File: config.mk
export PLATFORM = sky130hd
export DESIGN_NAME = servo_pwm_angle_generator
export DESIGN_NICKNAME = d
export VERILOG_FILES = /design/src/rtl/svpwm_pkg.sv /design/src/rtl/servo_pwm_angle_generator.sv /design/src/rtl/svpwm_front.sv /design/src/rtl/svpwm_div.sv /design/src/rtl/svpwm_back.sv
export SDC_FILE = /design/constraint.sdc
export NUM_CORES = 2
export LEC_CHECK = 0
export ABC_CLOCK_PERIOD_IN_PS = 11000
export BUFFER_PORTS_ARGS = -buffer_cell sky130_fd_sc_hd__buf_2
export CAP_MARGIN = 20
export CORE_ASPECT_RATIO = 0.9
export CORE_MARGIN = 1.5
export CORE_UTILIZATION = 25
export DETAILED_ROUTE_END_ITERATION = 6
export GPL_ROUTABILITY_DRIVEN = 0
export PLACE_DENSITY = 0.39
export SLEW_MARGIN = 20
export SYNTH_ARGS = -nofsm -noshare
export SYNTH_HDL_FRONTEND = slang
export SYNTH_SLANG_ARGS = --single-unit
File: constraint.sdc
create_clock -name i_clk -period 11 [get_ports i_clk]
set_clock_uncertainty 0.05 [all_clocks]
set_input_delay 2.75 -clock i_clk [delete_from_list [all_inputs] [get_ports i_clk]]
set_output_delay 2.75 -clock i_clk [all_outputs]
set_load 0.02 [all_outputs]
File: src/rtl/svpwm_pkg.sv
// svpwm_pkg: shared types and constants for the servo pulse generator
// item, result, command, configuration write and divider request/response
// structs, request and register codes; no dependencies
package svpwm_pkg;

    // frame length in microseconds
    localparam logic [15:0] FRAME_US = 16'd20000;

    // division by the frame length: drop 5 bits (20000 = 32 * 625), then
    // multiply by ceil(2^36 / 625) and keep the bits from 36 up; exact for
    // dividends below 2^31
    localparam int          FRAME_PRE_SH   = 5;
    localparam int          FRAME_RECIP_SH = 36;
    localparam logic [26:0] FRAME_RECIP    = 27'd109951163;

    // operand width of the shared multiplier and divider
    localparam int MUL_W  = 17;
    localparam int PROD_W = 2 * MUL_W;

    // request codes
    localparam logic [1:0] REQ_TICK  = 2'd0;
    localparam logic [1:0] REQ_ANGLE = 2'd1;
    localparam logic [1:0] REQ_US    = 2'd2;
    localparam logic [1:0] REQ_READ  = 2'd3;

    // configuration register indexes
    localparam int CFG_IDX_W  = 3;
    localparam int CFG_DATA_W = 17;
    localparam logic [CFG_IDX_W-1:0] CFG_ENABLE       = 3'd0;
    localparam logic [CFG_IDX_W-1:0] CFG_MIN_PULSE    = 3'd1;
    localparam logic [CFG_IDX_W-1:0] CFG_MAX_PULSE    = 3'd2;
    localparam logic [CFG_IDX_W-1:0] CFG_MIN_ANGLE    = 3'd3;
    localparam logic [CFG_IDX_W-1:0] CFG_MAX_ANGLE    = 3'd4;
    localparam logic [CFG_IDX_W-1:0] CFG_PRESCALE     = 3'd5;
    localparam logic [CFG_IDX_W-1:0] CFG_FRAME_PERIOD = 3'd6;

    // one input request
    typedef struct packed {
        logic [1:0]         req_type;
        logic signed [15:0] angle_in;
        logic [15:0]        pulse_in_us;
    } t_item;

    // one result
    typedef struct packed {
        logic               pwm_level;
        logic [15:0]        compare_now;
        logic [15:0]        read_us;
        logic signed [15:0] read_angle;
        logic               frame_start;
    } t_result;

    // classified request as held in the front queue
    typedef struct packed {
        logic               tick;
        logic               write_angle;
        logic               write_us;
        logic               read_back;
        logic signed [15:0] angle;
        logic [15:0]        pulse;
    } t_cmd;

    // configuration write
    typedef struct packed {
        logic                  valid;
        logic [CFG_IDX_W-1:0]  index;
        logic [CFG_DATA_W-1:0] data;
    } t_cfg_wr;

    // divider request and response
    typedef struct packed {
        logic                     start;
        logic signed [PROD_W-1:0] dividend;
        logic signed [MUL_W-1:0]  divisor;
    } t_div_req;

    typedef struct packed {
        logic                     done;
        logic signed [PROD_W-1:0] quotient;
    } t_div_rsp;

endpackage

File: src/rtl/servo_pwm_angle_generator.sv
// Servo pulse generator with a 20 ms frame. Requests enter through a command
// queue and become visible to the back end in the cycle after they are pushed;
// a tick request needs neither multiplier nor divider, so ticks run at one per
// clock as long as results are popped and no other request is executing. A
// pulse-width write takes one multiply, then a division by the frame length
// through a fixed reciprocal. An angle write first maps the angle through the
// shared multiplier and the bit-serial divider (34 quotient bits, one a cycle)
// and then scales the width (the mapping is skipped with equal angle ends); a
// read-back makes two passes through the multiplier and divider (one with equal
// pulse ends or when detached or the period is zero, none with both). Detached
// writes only push a result. Requests are executed one at a time, in order, and
// the front queue keeps accepting while the back end is busy. Configuration
// writes are taken at any time but must only be issued while no request is
// outstanding; enabling clears the counters and both compare values.
// Top level; depends on svpwm_pkg, svpwm_front, svpwm_div, svpwm_back
module servo_pwm_angle_generator #(
    parameter int IN_DEPTH  = 4,
    parameter int OUT_DEPTH = 2
) (
    input  logic                                  i_clk,
    input  logic                                  i_rst_n,
    input  logic                                  push,
    output logic                                  full,
    input  svpwm_pkg::t_item                      i_item,
    output logic                                  empty,
    input  logic                                  pop,
    output svpwm_pkg::t_result                    o_result,
    input  logic                                  i_cfg_valid,
    output logic                                  o_cfg_ready,
    input  logic [svpwm_pkg::CFG_IDX_W-1:0]       i_cfg_index,
    input  logic [svpwm_pkg::CFG_DATA_W-1:0]      i_cfg_data
);

    logic                cmd_valid;
    logic                cmd_take;
    svpwm_pkg::t_cmd     cmd;
    svpwm_pkg::t_div_req div_req;
    svpwm_pkg::t_div_rsp div_rsp;
    svpwm_pkg::t_cfg_wr  cfg_wr;

    // registers are always writable
    assign o_cfg_ready  = 1'b1;
    assign cfg_wr.valid = i_cfg_valid;
    assign cfg_wr.index = i_cfg_index;
    assign cfg_wr.data  = i_cfg_data;

    // request intake
    svpwm_front #(
        .DEPTH (IN_DEPTH)
    ) u_front (
        .i_clk       (i_clk),
        .i_rst_n     (i_rst_n),
        .i_push      (push),
        .o_full      (full),
        .i_item      (i_item),
        .o_cmd_valid (cmd_valid),
        .o_cmd       (cmd),
        .i_cmd_take  (cmd_take)
    );

    // shared divider
    svpwm_div u_div (
        .i_clk   (i_clk),
        .i_rst_n (i_rst_n),
        .i_req   (div_req),
        .o_rsp   (div_rsp)
    );

    // execution and result queue
    svpwm_back #(
        .OUT_DEPTH (OUT_DEPTH)
    ) u_back (
        .i_clk       (i_clk),
        .i_rst_n     (i_rst_n),
        .i_cfg       (cfg_wr),
        .i_cmd_valid (cmd_valid),
        .i_cmd       (cmd),
        .o_cmd_take  (cmd_take),
        .o_div_req   (div_req),
        .i_div_rsp   (div_rsp),
        .i_pop       (pop),
        .o_empty     (empty),
        .o_result    (o_result)
    );

endmodule

File: src/rtl/svpwm_front.sv
// svpwm_front: request intake, classification and command queue
// depends on svpwm_pkg
module svpwm_front #(
    parameter int DEPTH = 4
) (
    input  logic              i_clk,
    input  logic              i_rst_n,
    input  logic              i_push,
    output logic              o_full,
    input  svpwm_pkg::t_item  i_item,
    output logic              o_cmd_valid,
    output svpwm_pkg::t_cmd   o_cmd,
    input  logic              i_cmd_take
);

    localparam int AW  = (DEPTH > 1) ? $clog2(DEPTH) : 1;
    localparam int CW  = $clog2(DEPTH + 1);

    svpwm_pkg::t_cmd r_mem [DEPTH];
    logic [AW-1:0]   r_wr;
    logic [AW-1:0]   r_rd;
    logic [CW-1:0]   r_cnt;
    svpwm_pkg::t_cmd cls;
    logic            wr_en;
    logic            rd_en;

    assign o_full      = (r_cnt == CW'(DEPTH));
    assign o_cmd_valid = (r_cnt != '0);
    assign o_cmd       = r_mem[r_rd];
    assign wr_en       = i_push && !o_full;
    assign rd_en       = i_cmd_take && o_cmd_valid;

    // decode the request type into one class flag
    always_comb begin
        cls       = '0;
        cls.angle = i_item.angle_in;
        cls.pulse = i_item.pulse_in_us;
        case (i_item.req_type)
            svpwm_pkg::REQ_TICK:  cls.tick        = 1'b1;
            svpwm_pkg::REQ_ANGLE: cls.write_angle = 1'b1;
            svpwm_pkg::REQ_US:    cls.write_us    = 1'b1;
            default:              cls.read_back   = 1'b1;
        endcase
    end

    // queue storage
    always_ff @(posedge i_clk) begin
        if (wr_en) begin
            r_mem[r_wr] <= cls;
        end
    end

    // queue pointers
    always_ff @(posedge i_clk) begin
        if (!i_rst_n) begin
            r_wr  <= '0;
            r_rd  <= '0;
            r_cnt <= '0;
        end else begin
            if (wr_en) begin
                r_wr <= (r_wr == AW'(DEPTH - 1)) ? '0 : r_wr + AW'(1);
            end
            if (rd_en) begin
                r_rd <= (r_rd == AW'(DEPTH - 1)) ? '0 : r_rd + AW'(1);
            end
            if (wr_en && !rd_en) begin
                r_cnt <= r_cnt + CW'(1);
            end else if (rd_en && !wr_en) begin
                r_cnt <= r_cnt - CW'(1);
            end
        end
    end

endmodule

File: src/rtl/svpwm_div.sv
// svpwm_div: signed divider, truncating towards zero, one quotient bit a cycle
// depends on svpwm_pkg
module svpwm_div (
    input  logic                i_clk,
    input  logic                i_rst_n,
    input  svpwm_pkg::t_div_req i_req,
    output svpwm_pkg::t_div_rsp o_rsp
);

    localparam int PW    = svpwm_pkg::PROD_W;
    localparam int MW    = svpwm_pkg::MUL_W;
    localparam int STEPS = PW;
    localparam int SW    = $clog2(STEPS);

    logic          r_busy;
    logic          r_done;
    logic [SW-1:0] r_cnt;
    logic [PW-1:0] r_quo;
    logic [MW-1:0] r_rem;
    logic [MW-1:0] r_den;
    logic          r_neg;
    logic [PW-1:0] num_mag;
    logic [MW-1:0] den_mag;
    logic [MW:0]   rem_sh;
    logic [MW:0]   rem_sub;
    logic          ge;

    // operand magnitudes
    assign num_mag = i_req.dividend[PW-1] ? (~i_req.dividend + PW'(1)) : i_req.dividend;
    assign den_mag = i_req.divisor[MW-1]  ? (~i_req.divisor + MW'(1))  : i_req.divisor;

    // one restoring step
    assign rem_sh  = {r_rem, r_quo[PW-1]};
    assign ge      = (rem_sh >= {1'b0, r_den});
    assign rem_sub = rem_sh - {1'b0, r_den};

    assign o_rsp.done     = r_done;
    assign o_rsp.quotient = r_neg ? (~r_quo + PW'(1)) : r_quo;

    // control
    always_ff @(posedge i_clk) begin
        if (!i_rst_n) begin
            r_busy <= 1'b0;
            r_done <= 1'b0;
            r_cnt  <= '0;
        end else begin
            r_done <= 1'b0;
            if (i_req.start) begin
                r_busy <= 1'b1;
                r_cnt  <= SW'(STEPS - 1);
            end else if (r_busy) begin
                r_cnt <= r_cnt - SW'(1);
                if (r_cnt == '0) begin
                    r_busy <= 1'b0;
                    r_done <= 1'b1;
                end
            end
        end
    end

    // datapath
    always_ff @(posedge i_clk) begin
        if (i_req.start) begin
            r_quo <= num_mag;
            r_den <= den_mag;
            r_rem <= '0;
            r_neg <= i_req.dividend[PW-1] ^ i_req.divisor[MW-1];
        end else if (r_busy) begin
            r_rem <= ge ? rem_sub[MW-1:0] : rem_sh[MW-1:0];
            r_quo <= {r_quo[PW-2:0], ge};
        end
    end

endmodule

File: src/rtl/svpwm_back.sv
// svpwm_back: executes requests: prescaler, frame counter, compare preload,
// angle and width mapping through the shared multiplier and divider; result queue
// depends on svpwm_pkg
module svpwm_back #(
    parameter int OUT_DEPTH = 2
) (
    input  logic                i_clk,
    input  logic                i_rst_n,
    input  svpwm_pkg::t_cfg_wr  i_cfg,
    input  logic                i_cmd_valid,
    input  svpwm_pkg::t_cmd     i_cmd,
    output logic                o_cmd_take,
    output svpwm_pkg::t_div_req o_div_req,
    input  svpwm_pkg::t_div_rsp i_div_rsp,
    input  logic                i_pop,
    output logic                o_empty,
    output svpwm_pkg::t_result  o_result
);

    localparam int MW = svpwm_pkg::MUL_W;
    localparam int PW = svpwm_pkg::PROD_W;
    localparam int AW = (OUT_DEPTH > 1) ? $clog2(OUT_DEPTH) : 1;
    localparam int CW = $clog2(OUT_DEPTH + 1);

    // sequencer states and operation phases
    localparam logic [1:0] S_IDLE = 2'd0;
    localparam logic [1:0] S_MUL  = 2'd1;
    localparam logic [1:0] S_DIV  = 2'd2;
    localparam logic [1:0] S_WAIT = 2'd3;

    localparam logic [1:0] PH_ANG  = 2'd0;
    localparam logic [1:0] PH_US   = 2'd1;
    localparam logic [1:0] PH_RUS  = 2'd2;
    localparam logic [1:0] PH_RANG = 2'd3;

    // configuration registers
    logic               r_enable;
    logic [14:0]        r_min_pulse;
    logic [14:0]        r_max_pulse;
    logic signed [15:0] r_min_angle;
    logic signed [15:0] r_max_angle;
    logic [16:0]        r_prescale;
    logic [15:0]        r_period;

    // timer state
    logic [15:0] r_pc, n_pc;
    logic [15:0] r_fc, n_fc;
    logic [15:0] r_cp, n_cp;
    logic [15:0] r_ca, n_ca;

    // sequencer and arithmetic registers
    logic [1:0]           r_state, n_state;
    logic [1:0]           r_phase, n_phase;
    logic signed [MW-1:0] r_mul_a, n_mul_a;
    logic signed [MW-1:0] r_mul_b, n_mul_b;
    logic signed [MW-1:0] r_den, n_den;
    logic signed [PW-1:0] r_prod;
    logic [15:0]          r_rd_us, n_rd_us;

    // result queue
    svpwm_pkg::t_result r_oq [OUT_DEPTH];
    logic [AW-1:0]      r_oq_wr;
    logic [AW-1:0]      r_oq_rd;
    logic [CW-1:0]      r_oq_cnt;

    logic               take;
    logic               oq_room;
    logic               oq_pop;
    logic               cfg_attach;
    logic [16:0]        div_eff;
    logic [16:0]        pc_inc;
    logic               hit;
    logic signed [15:0] a_cl;
    logic signed [MW-1:0] a_off;
    logic signed [MW-1:0] a_span;
    logic signed [MW-1:0] p_span;
    logic [15:0]        q16;
    logic [52:0]        us_recip;
    logic [15:0]        cmp_q;
    logic               us_go;
    logic [15:0]        us_src;
    logic [15:0]        w_cl;
    logic               ra_go;
    logic [15:0]        ra_src;
    logic               res_push;
    logic               res_frame;
    logic [15:0]        res_us;
    logic [15:0]        res_angle;
    svpwm_pkg::t_result res;

    // clamp a width to the pulse range, low end tested first
    function automatic logic [15:0] f_clamp_us(input logic [15:0] x,
                                               input logic [14:0] lo,
                                               input logic [14:0] hi);
        if (x < {1'b0, lo}) begin
            f_clamp_us = {1'b0, lo};
        end else if (x > {1'b0, hi}) begin
            f_clamp_us = {1'b0, hi};
        end else begin
            f_clamp_us = x;
        end
    endfunction

    // read-back angle correction away from the range ends
    function automatic logic [15:0] f_fix(input logic [15:0] a,
                                          input logic [15:0] lo,
                                          input logic [15:0] hi);
        if (a != lo && a != hi) begin
            f_fix = a + 16'd1;
        end else begin
            f_fix = a;
        end
    endfunction

    assign oq_room    = (r_oq_cnt != CW'(OUT_DEPTH));
    assign oq_pop     = i_pop && (r_oq_cnt != '0);
    assign o_empty    = (r_oq_cnt == '0);
    assign o_result   = r_oq[r_oq_rd];
    assign take       = (r_state == S_IDLE) && i_cmd_valid && oq_room;
    assign o_cmd_take = take;

    // attaching re-initialises the timer
    assign cfg_attach = i_cfg.valid && (i_cfg.index == svpwm_pkg::CFG_ENABLE)
                        && i_cfg.data[0] && !r_enable;

    // prescaler limits and step
    always_comb begin
        if (r_prescale == 17'd0) begin
            div_eff = 17'd1;
        end else if (r_prescale > 17'd65536) begin
            div_eff = 17'd65536;
        end else begin
            div_eff = r_prescale;
        end
    end
    assign pc_inc = {1'b0, r_pc} + 17'd1;
    assign hit    = (pc_inc >= div_eff);

    // angle clamp and spans
    assign a_cl   = (i_cmd.angle < r_min_angle) ? r_min_angle :
                    (i_cmd.angle > r_max_angle) ? r_max_angle : i_cmd.angle;
    assign a_off  = {a_cl[15], a_cl} - {r_min_angle[15], r_min_angle};
    assign a_span = {r_max_angle[15], r_max_angle} - {r_min_angle[15], r_min_angle};
    assign p_span = {2'b0, r_max_pulse} - {2'b0, r_min_pulse};
    assign q16    = i_div_rsp.quotient[15:0];

    // width times period over the frame length, by reciprocal multiplication
    assign us_recip = r_prod[30:svpwm_pkg::FRAME_PRE_SH] * svpwm_pkg::FRAME_RECIP;
    assign cmp_q    = us_recip[svpwm_pkg::FRAME_RECIP_SH +: 16];

    // divider request
    assign o_div_req.start    = (r_state == S_DIV) && (r_phase != PH_US);
    assign o_div_req.dividend = r_prod;
    assign o_div_req.divisor  = r_den;

    // sequencer
    always_comb begin
        n_state   = r_state;
        n_phase   = r_phase;
        n_mul_a   = r_mul_a;
        n_mul_b   = r_mul_b;
        n_den     = r_den;
        n_rd_us   = r_rd_us;
        n_pc      = r_pc;
        n_fc      = r_fc;
        n_cp      = r_cp;
        n_ca      = r_ca;
        res_push  = 1'b0;
        res_frame = 1'b0;
        res_us    = '0;
        res_angle = '0;
        us_go     = 1'b0;
        us_src    = '0;
        ra_go     = 1'b0;
        ra_src    = '0;
        w_cl      = '0;
        case (r_state)
            S_IDLE: begin
                if (take) begin
                    if (i_cmd.tick) begin
                        res_push = 1'b1;
                        if (r_enable) begin
                            if (hit) begin
                                n_pc = '0;
                                if (r_fc >= r_period) begin
                                    n_fc      = '0;
                                    n_ca      = r_cp;
                                    res_frame = 1'b1;
                                end else begin
                                    n_fc = r_fc + 16'd1;
                                end
                            end else begin
                                n_pc = pc_inc[15:0];
                            end
                        end
                    end else if (i_cmd.write_angle) begin
                        if (!r_enable) begin
                            res_push = 1'b1;
                        end else if (r_max_angle == r_min_angle) begin
                            us_go  = 1'b1;
                            us_src = {1'b0, r_min_pulse};
                        end else begin
                            n_mul_a = a_off;
                            n_mul_b = p_span;
                            n_den   = a_span;
                            n_phase = PH_ANG;
                            n_state = S_MUL;
                        end
                    end else if (i_cmd.write_us) begin
                        if (!r_enable) begin
                            res_push = 1'b1;
                        end else begin
                            us_go  = 1'b1;
                            us_src = i_cmd.pulse;
                        end
                    end else begin
                        if (r_enable && r_period != 16'd0) begin
                            n_mul_a = {1'b0, r_cp};
                            n_mul_b = {1'b0, svpwm_pkg::FRAME_US};
                            n_den   = {1'b0, r_period};
                            n_phase = PH_RUS;
                            n_state = S_MUL;
                        end else begin
                            ra_go  = 1'b1;
                            ra_src = '0;
                        end
                    end
                end
            end
            S_MUL: begin
                n_state = S_DIV;
            end
            S_DIV: begin
                // compare value comes straight from the reciprocal product
                if (r_phase == PH_US) begin
                    n_cp     = cmp_q;
                    res_push = 1'b1;
                    n_state  = S_IDLE;
                end else begin
                    n_state = S_WAIT;
                end
            end
            S_WAIT: begin
                if (i_div_rsp.done) begin
                    n_state = S_IDLE;
                    case (r_phase)
                        PH_ANG: begin
                            us_go  = 1'b1;
                            us_src = q16 + {1'b0, r_min_pulse};
                        end
                        PH_RUS: begin
                            ra_go  = 1'b1;
                            ra_src = q16;
                        end
                        default: begin
                            res_push  = 1'b1;
                            res_us    = r_rd_us;
                            res_angle = f_fix(q16 + r_min_angle, r_min_angle, r_max_angle);
                        end
                    endcase
                end
            end
            default: begin
                n_state = S_IDLE;
            end
        endcase

        // width to compare value
        if (us_go) begin
            w_cl    = f_clamp_us(us_src, r_min_pulse, r_max_pulse);
            n_mul_a = {1'b0, w_cl};
            n_mul_b = {1'b0, r_period};
            n_den   = {1'b0, svpwm_pkg::FRAME_US};
            n_phase = PH_US;
            n_state = S_MUL;
        end

        // read-back width to angle
        if (ra_go) begin
            n_rd_us = ra_src;
            if (r_max_pulse == r_min_pulse) begin
                res_push  = 1'b1;
                res_us    = ra_src;
                res_angle = f_fix(r_min_angle, r_min_angle, r_max_angle);
                n_state   = S_IDLE;
            end else begin
                n_mul_a = {1'b0, ra_src} - {2'b0, r_min_pulse};
                n_mul_b = a_span;
                n_den   = p_span;
                n_phase = PH_RANG;
                n_state = S_MUL;
            end
        end
    end

    // result assembly
    always_comb begin
        res.pwm_level   = r_enable && (n_fc < n_ca);
        res.compare_now = n_cp;
        res.read_us     = res_us;
        res.read_angle  = res_angle;
        res.frame_start = res_frame;
    end

    // arithmetic registers
    always_ff @(posedge i_clk) begin
        r_mul_a <= n_mul_a;
        r_mul_b <= n_mul_b;
        r_den   <= n_den;
        r_rd_us <= n_rd_us;
        r_prod  <= r_mul_a * r_mul_b;
        if (res_push) begin
            r_oq[r_oq_wr] <= res;
        end
    end

    // control, timer and configuration state
    always_ff @(posedge i_clk) begin
        if (!i_rst_n) begin
            r_state     <= S_IDLE;
            r_phase     <= PH_ANG;
            r_pc        <= '0;
            r_fc        <= '0;
            r_cp        <= '0;
            r_ca        <= '0;
            r_oq_wr     <= '0;
            r_oq_rd     <= '0;
            r_oq_cnt    <= '0;
            r_enable    <= 1'b0;
            r_min_pulse <= 15'd544;
            r_max_pulse <= 15'd2400;
            r_min_angle <= 16'sd0;
            r_max_angle <= 16'sd180;
            r_prescale  <= 17'd22;
            r_period    <= 16'd65455;
        end else begin
            r_state <= n_state;
            r_phase <= n_phase;
            r_pc    <= cfg_attach ? '0 : n_pc;
            r_fc    <= cfg_attach ? '0 : n_fc;
            r_cp    <= cfg_attach ? '0 : n_cp;
            r_ca    <= cfg_attach ? '0 : n_ca;

            // result queue pointers
            if (res_push) begin
                r_oq_wr <= (r_oq_wr == AW'(OUT_DEPTH - 1)) ? '0 : r_oq_wr + AW'(1);
            end
            if (oq_pop) begin
                r_oq_rd <= (r_oq_rd == AW'(OUT_DEPTH - 1)) ? '0 : r_oq_rd + AW'(1);
            end
            if (res_push && !oq_pop) begin
                r_oq_cnt <= r_oq_cnt + CW'(1);
            end else if (oq_pop && !res_push) begin
                r_oq_cnt <= r_oq_cnt - CW'(1);
            end

            // register writes; the user must issue them only while idle, the block does not enforce it
            if (i_cfg.valid) begin
                case (i_cfg.index)
                    svpwm_pkg::CFG_ENABLE:       r_enable    <= i_cfg.data[0];
                    svpwm_pkg::CFG_MIN_PULSE:    r_min_pulse <= i_cfg.data[14:0];
                    svpwm_pkg::CFG_MAX_PULSE:    r_max_pulse <= i_cfg.data[14:0];
                    svpwm_pkg::CFG_MIN_ANGLE:    r_min_angle <= i_cfg.data[15:0];
                    svpwm_pkg::CFG_MAX_ANGLE:    r_max_angle <= i_cfg.data[15:0];
                    svpwm_pkg::CFG_PRESCALE:     r_prescale  <= i_cfg.data;
                    svpwm_pkg::CFG_FRAME_PERIOD: r_period    <= i_cfg.data[15:0];
                    default: begin
                    end
                endcase
            end
        end
    end

endmodule
==> results.txt <==
----------------------------------------------------
[Final layout]
  Nets ... 7252
  Synth-to-Final Area Change ... 11.9%
  Layout cells sized above 1 ... 7.36%
  Final cell area excluding filler cells ... 0.0645 mm²
  Util after Layout ... 28.1%

[Clock network]
  Clock Latency Late Sink ... 0.75 ns
  Clock tree from TritonCTS ... yes
  Clk sinks ... 596
  Post-cts repair resize count ... 0
  Total setup buffers inserted after CTS ... 0
  Maximum level of the CTS H-tree ... 3
  Total of hold buffers inserted after clock tree synthesis ... 0
  Number of buffers inserted during clock tree synthesis ... 75
  Max Root-Sink Buffers ... 3
  Clock root buffer ... clkbuf_16
  Clock-pin slew reported for the worst setup and hold paths after clock tree synthesis ... 0.06 ns

[Drt]
  DRC Markers ... 0
  Post-detailed-routing wire length ... 204 mm
  Detail-routed via count per cell ... 4.68
  Via Count ... 42600
  Detail-routed net length per standard cell ... 22.4 µm
  Number of search-and-repair iterations in the first detailed-routing pass ... 5
  Antenna Violating Nets Remaining ... 0
  Drt initial violations ... 3055

[Die]
  DIE HEIGHT ... 459 µm
  Die Footprint ... 0.234 mm²
  Core Area ... 0.230 mm²
  Die X ... 509 µm
  Total I/O pin count ... 112
  Number of rows in the core area ... 167
  Initial Utilization ... 25.1%

[Synth]
  Synth Flop Type ... edfxtp_1
  EDFF count, synth ... 308
  Netlist area before placement ... 0.0577 mm²
  Sequential fraction of the synthesis area ... 26.0%
  Number of distinct standard cells referenced by the synthesized netlist ... 85
  Count of mapped cells out of synthesis ... 5943
  Async S/R FF share, synth ... 0%
  Synth Register Bits ... 596
  Mean cell area of the mapped netlist ... 9.70 µm²
  Post-Syn Nets ... 7201
  Warnings, synthesis ... 0

[Run]
  Max Cap Viol ... 0

[Place]
  Sum of net half-perimeters after detailed placement ... 164 mm
  Area of placed instances ... 0.0618 mm²
  Pre-CTS worst setup slack ... 2.51 ns
  Count of input and output buffers ... 110

[Global routing]
  Total routing resource utilization after global routing ... 17.4%
  First-pass GRT wire length ... 299 mm
  Aggregate global routing overflow ... 0
  Initial antenna violation count ... 14
  Maximum number of pins on one net before global-route repair ... 83
  Vias in the first global route ... 43700

[STA]
  Unrepaired setup endpoints after global routing ... false
  Final setup violation count ... 0
  Tcrit/Tclk final ... 77.9%
  Final Hold Fails ... 0
  Max-slew headroom at the worst pin ... 25.0%
  Transition time at the pin with the least slew margin ... 1.12 ns
  Peak Freq ... 117 MHz
  Final total negative setup slack ... 0 ns
  Final worst path period need ... 8.57 ns
  Smallest setup slack after layout ... 2.43 ns
  Final count of pins violating max slew ... 0

[Worst setup path]
  Element type at the critical path end ... flip-flop
  Category of the critical setup timing path ... reg -> reg
  Arrival time reported for the critical path endpoint ... 8.93 ns
  Largest fanout on the critical path ... 6
  CP required ... 11.36 ns
  Worst Setup Start Kind ... flip-flop

[Outcome]
  Result of the run ... complete, no violations

[Hold path]
  Path category of the worst min-delay check ... reg -> reg

----------------------------------------------------
[flip-flops by register name, indices dropped and copies added (netlist names), 17 cells and up, named ones only]
name,cells
u_back.r_prod,34
u_back.r_mul_b,17
u_div.r_rem,17
u_front.r_mem,140
u_back.r_prescale,17
u_div.r_den,17
u_back.r_den,17
u_back.r_mul_a,17
u_back.r_oq,100
u_div.r_quo,34
[layer usage]
| metal | global-route usage [%] | routed length, µm | up-vias |
|---|---|---|---|
| met5 | 0 | 99 | - |
| li1 | - | - | 20000 |
| met1 | 25.2 | 99300 | 21400 |
| met3 | 2.91 | 10100 | 215 |
| met2 | 26.5 | 88500 | 961 |
| met4 | 4.70 | 5630 | 16 |
[cells by family after synthesis]
group / synth area share, %
and+or+nand+nor: 13.0
DFF: 26.0
AOI/OAI and AO/OA: 11.5
buffers and inverters: 7.87
other: 0.00650
adders and majority gates: 33.9
muxes: 3.85
xor gates and xnor gates: 3.86
[worst max-delay path, cell delays in order (launching register included)]
cell and delay [ns]:
dfxtp_1 0.54, inv_1 0.19, ha_1 0.57, inv_1 0.17
fa_1 0.56, inv_1 0.06, fa_1 0.50, inv_1 0.06
fa_1 0.48, fa_1 0.53, inv_1 0.06, fa_1 0.50
inv_1 0.06, fa_1 0.48, inv_1 0.04, ha_1 0.27
a21oi_1 0.19, o21ai_0 0.12, a221oi_1 0.34, nand2b_1 0.24
nor3_1 0.66, nor3_1 0.28, nor3_1 0.48, o21ai_0 0.26
a211o_1 0.33, o211ai_1 0.12, nand2_1 0.11
[layout by cell type, fill, tap and decap left out, types with 17 or more instances in the layout]
master,n
dfxtp_1,286
a221oi_1,22
inv_1,1007
a21boi_0,88
a21oi_1,255
clkinv_2,17
nand3_1,96
nor2_1,236
a31oi_1,32
mux2_2,60
a211oi_1,27
xor2_1,72
clkbuf_16,77
nor4_1,28
nand2_1,492
nand2b_1,43
buf_4,63
nor3_1,55
o21a_1,35
o31ai_1,26
or3_1,27
fa_1,605
ha_1,594
a21o_1,77
or2_2,18
and2_1,282
a211o_1,18
o22ai_1,20
xnor2_1,162
and3_1,25
nand3b_1,21
o21ai_0,249
nor2b_1,57
buf_2,109
edfxtp_1,308
mux2i_1,74
mux4_2,35
o211ai_1,56
nand4_1,48
[cells in the mapped netlist (10+ instances only)]
cell / instances / share of area (%)
a221oi_1: 22 / 0.33
nor4_1: 28 / 0.30
a211o_1: 18 / 0.27
o2111ai_1: 14 / 0.21
o211ai_1: 56 / 0.73
mux4_2: 35 / 1.4
or2_2: 18 / 0.20
nor3_1: 56 / 0.49
edfxtp_1: 308 / 16
and2_1: 286 / 3.1
nand2b_1: 44 / 0.48
nand2_1: 493 / 3.2
o221ai_1: 14 / 0.21
o31ai_1: 26 / 0.34
a21o_1: 77 / 1.0
fa_1: 605 / 21
nor2b_1: 59 / 0.64
nor2_1: 241 / 1.6
o41ai_1: 11 / 0.17
inv_1: 1007 / 6.6
dfxtp_1: 288 / 10
o22ai_1: 20 / 0.22
mux2_2: 60 / 1.2
o21a_1: 35 / 0.46
nand3b_1: 21 / 0.27
clkbuf_1: 180 / 1.2
o21bai_1: 10 / 0.13
and4_1: 11 / 0.17
nand4_1: 48 / 0.52
and3_1: 25 / 0.27
xor2_1: 72 / 1.1
xnor2_1: 162 / 2.5
or3_1: 27 / 0.29
buf_1: 15 / 0.098
nand3_1: 97 / 0.84
a21boi_0: 88 / 1.1
a21oi_1: 256 / 2.2
or4_1: 12 / 0.16
ha_1: 594 / 13
a211oi_1: 27 / 0.35
o21ai_0: 251 / 2.2
mux2i_1: 74 / 1.3
a31oi_1: 34 / 0.37
[stage by stage]
| step | hold slack, ns | cells |
|---|---|---|
| 6_report | 0.431 | 9103 |
| 5_1_grt | 0.452 | 9101 |
| 4_1_cts | 0.434 | 9099 |
| 3_5_place_dp | 0.424 | 8959 |
| 3_3_place_gp | 0.411 | 8958 |
| 2_1_floorplan | 0.399 | 5943 |
[area by class of cell]
| cell class | instances | area, µm² |
|---|---|---|
| fillers | 24300 | 165000 |
| multi-input cells | 4140 | 38200 |
| flip-flops and latches | 596 | 15000 |
| well taps | 3042 | 3810 |
| inverters | 1009 | 3790 |
| clock buffers | 93 | 2050 |
| repair buffers | 172 | 1020 |
| clock inverters | 47 | 611 |
| diodes | 4 | 10.0 |
[final timing paths]
check                                                from  slack (ns)  depth (start not counted)                           end
worst min register to register  u_back.r_ca[0]$_SDFF_PP0_        0.43                          2     u_back.r_ca[0]$_SDFF_PP0_
worst min-delay path            u_back.r_ca[0]$_SDFF_PP0_        0.43                          2     u_back.r_ca[0]$_SDFF_PP0_
worst max register to register  u_back.r_prod[17]$_DFF_P_        2.43                         26  u_back.r_oq[1][44]$_DFFE_PP_
worst max-delay path            u_back.r_prod[17]$_DFF_P_        2.43                         26  u_back.r_oq[1][44]$_DFFE_PP_
Power is left out: the tool's default activity adds up to more than one toggle a clock period on the data nets, which glitch-free logic cannot reach.
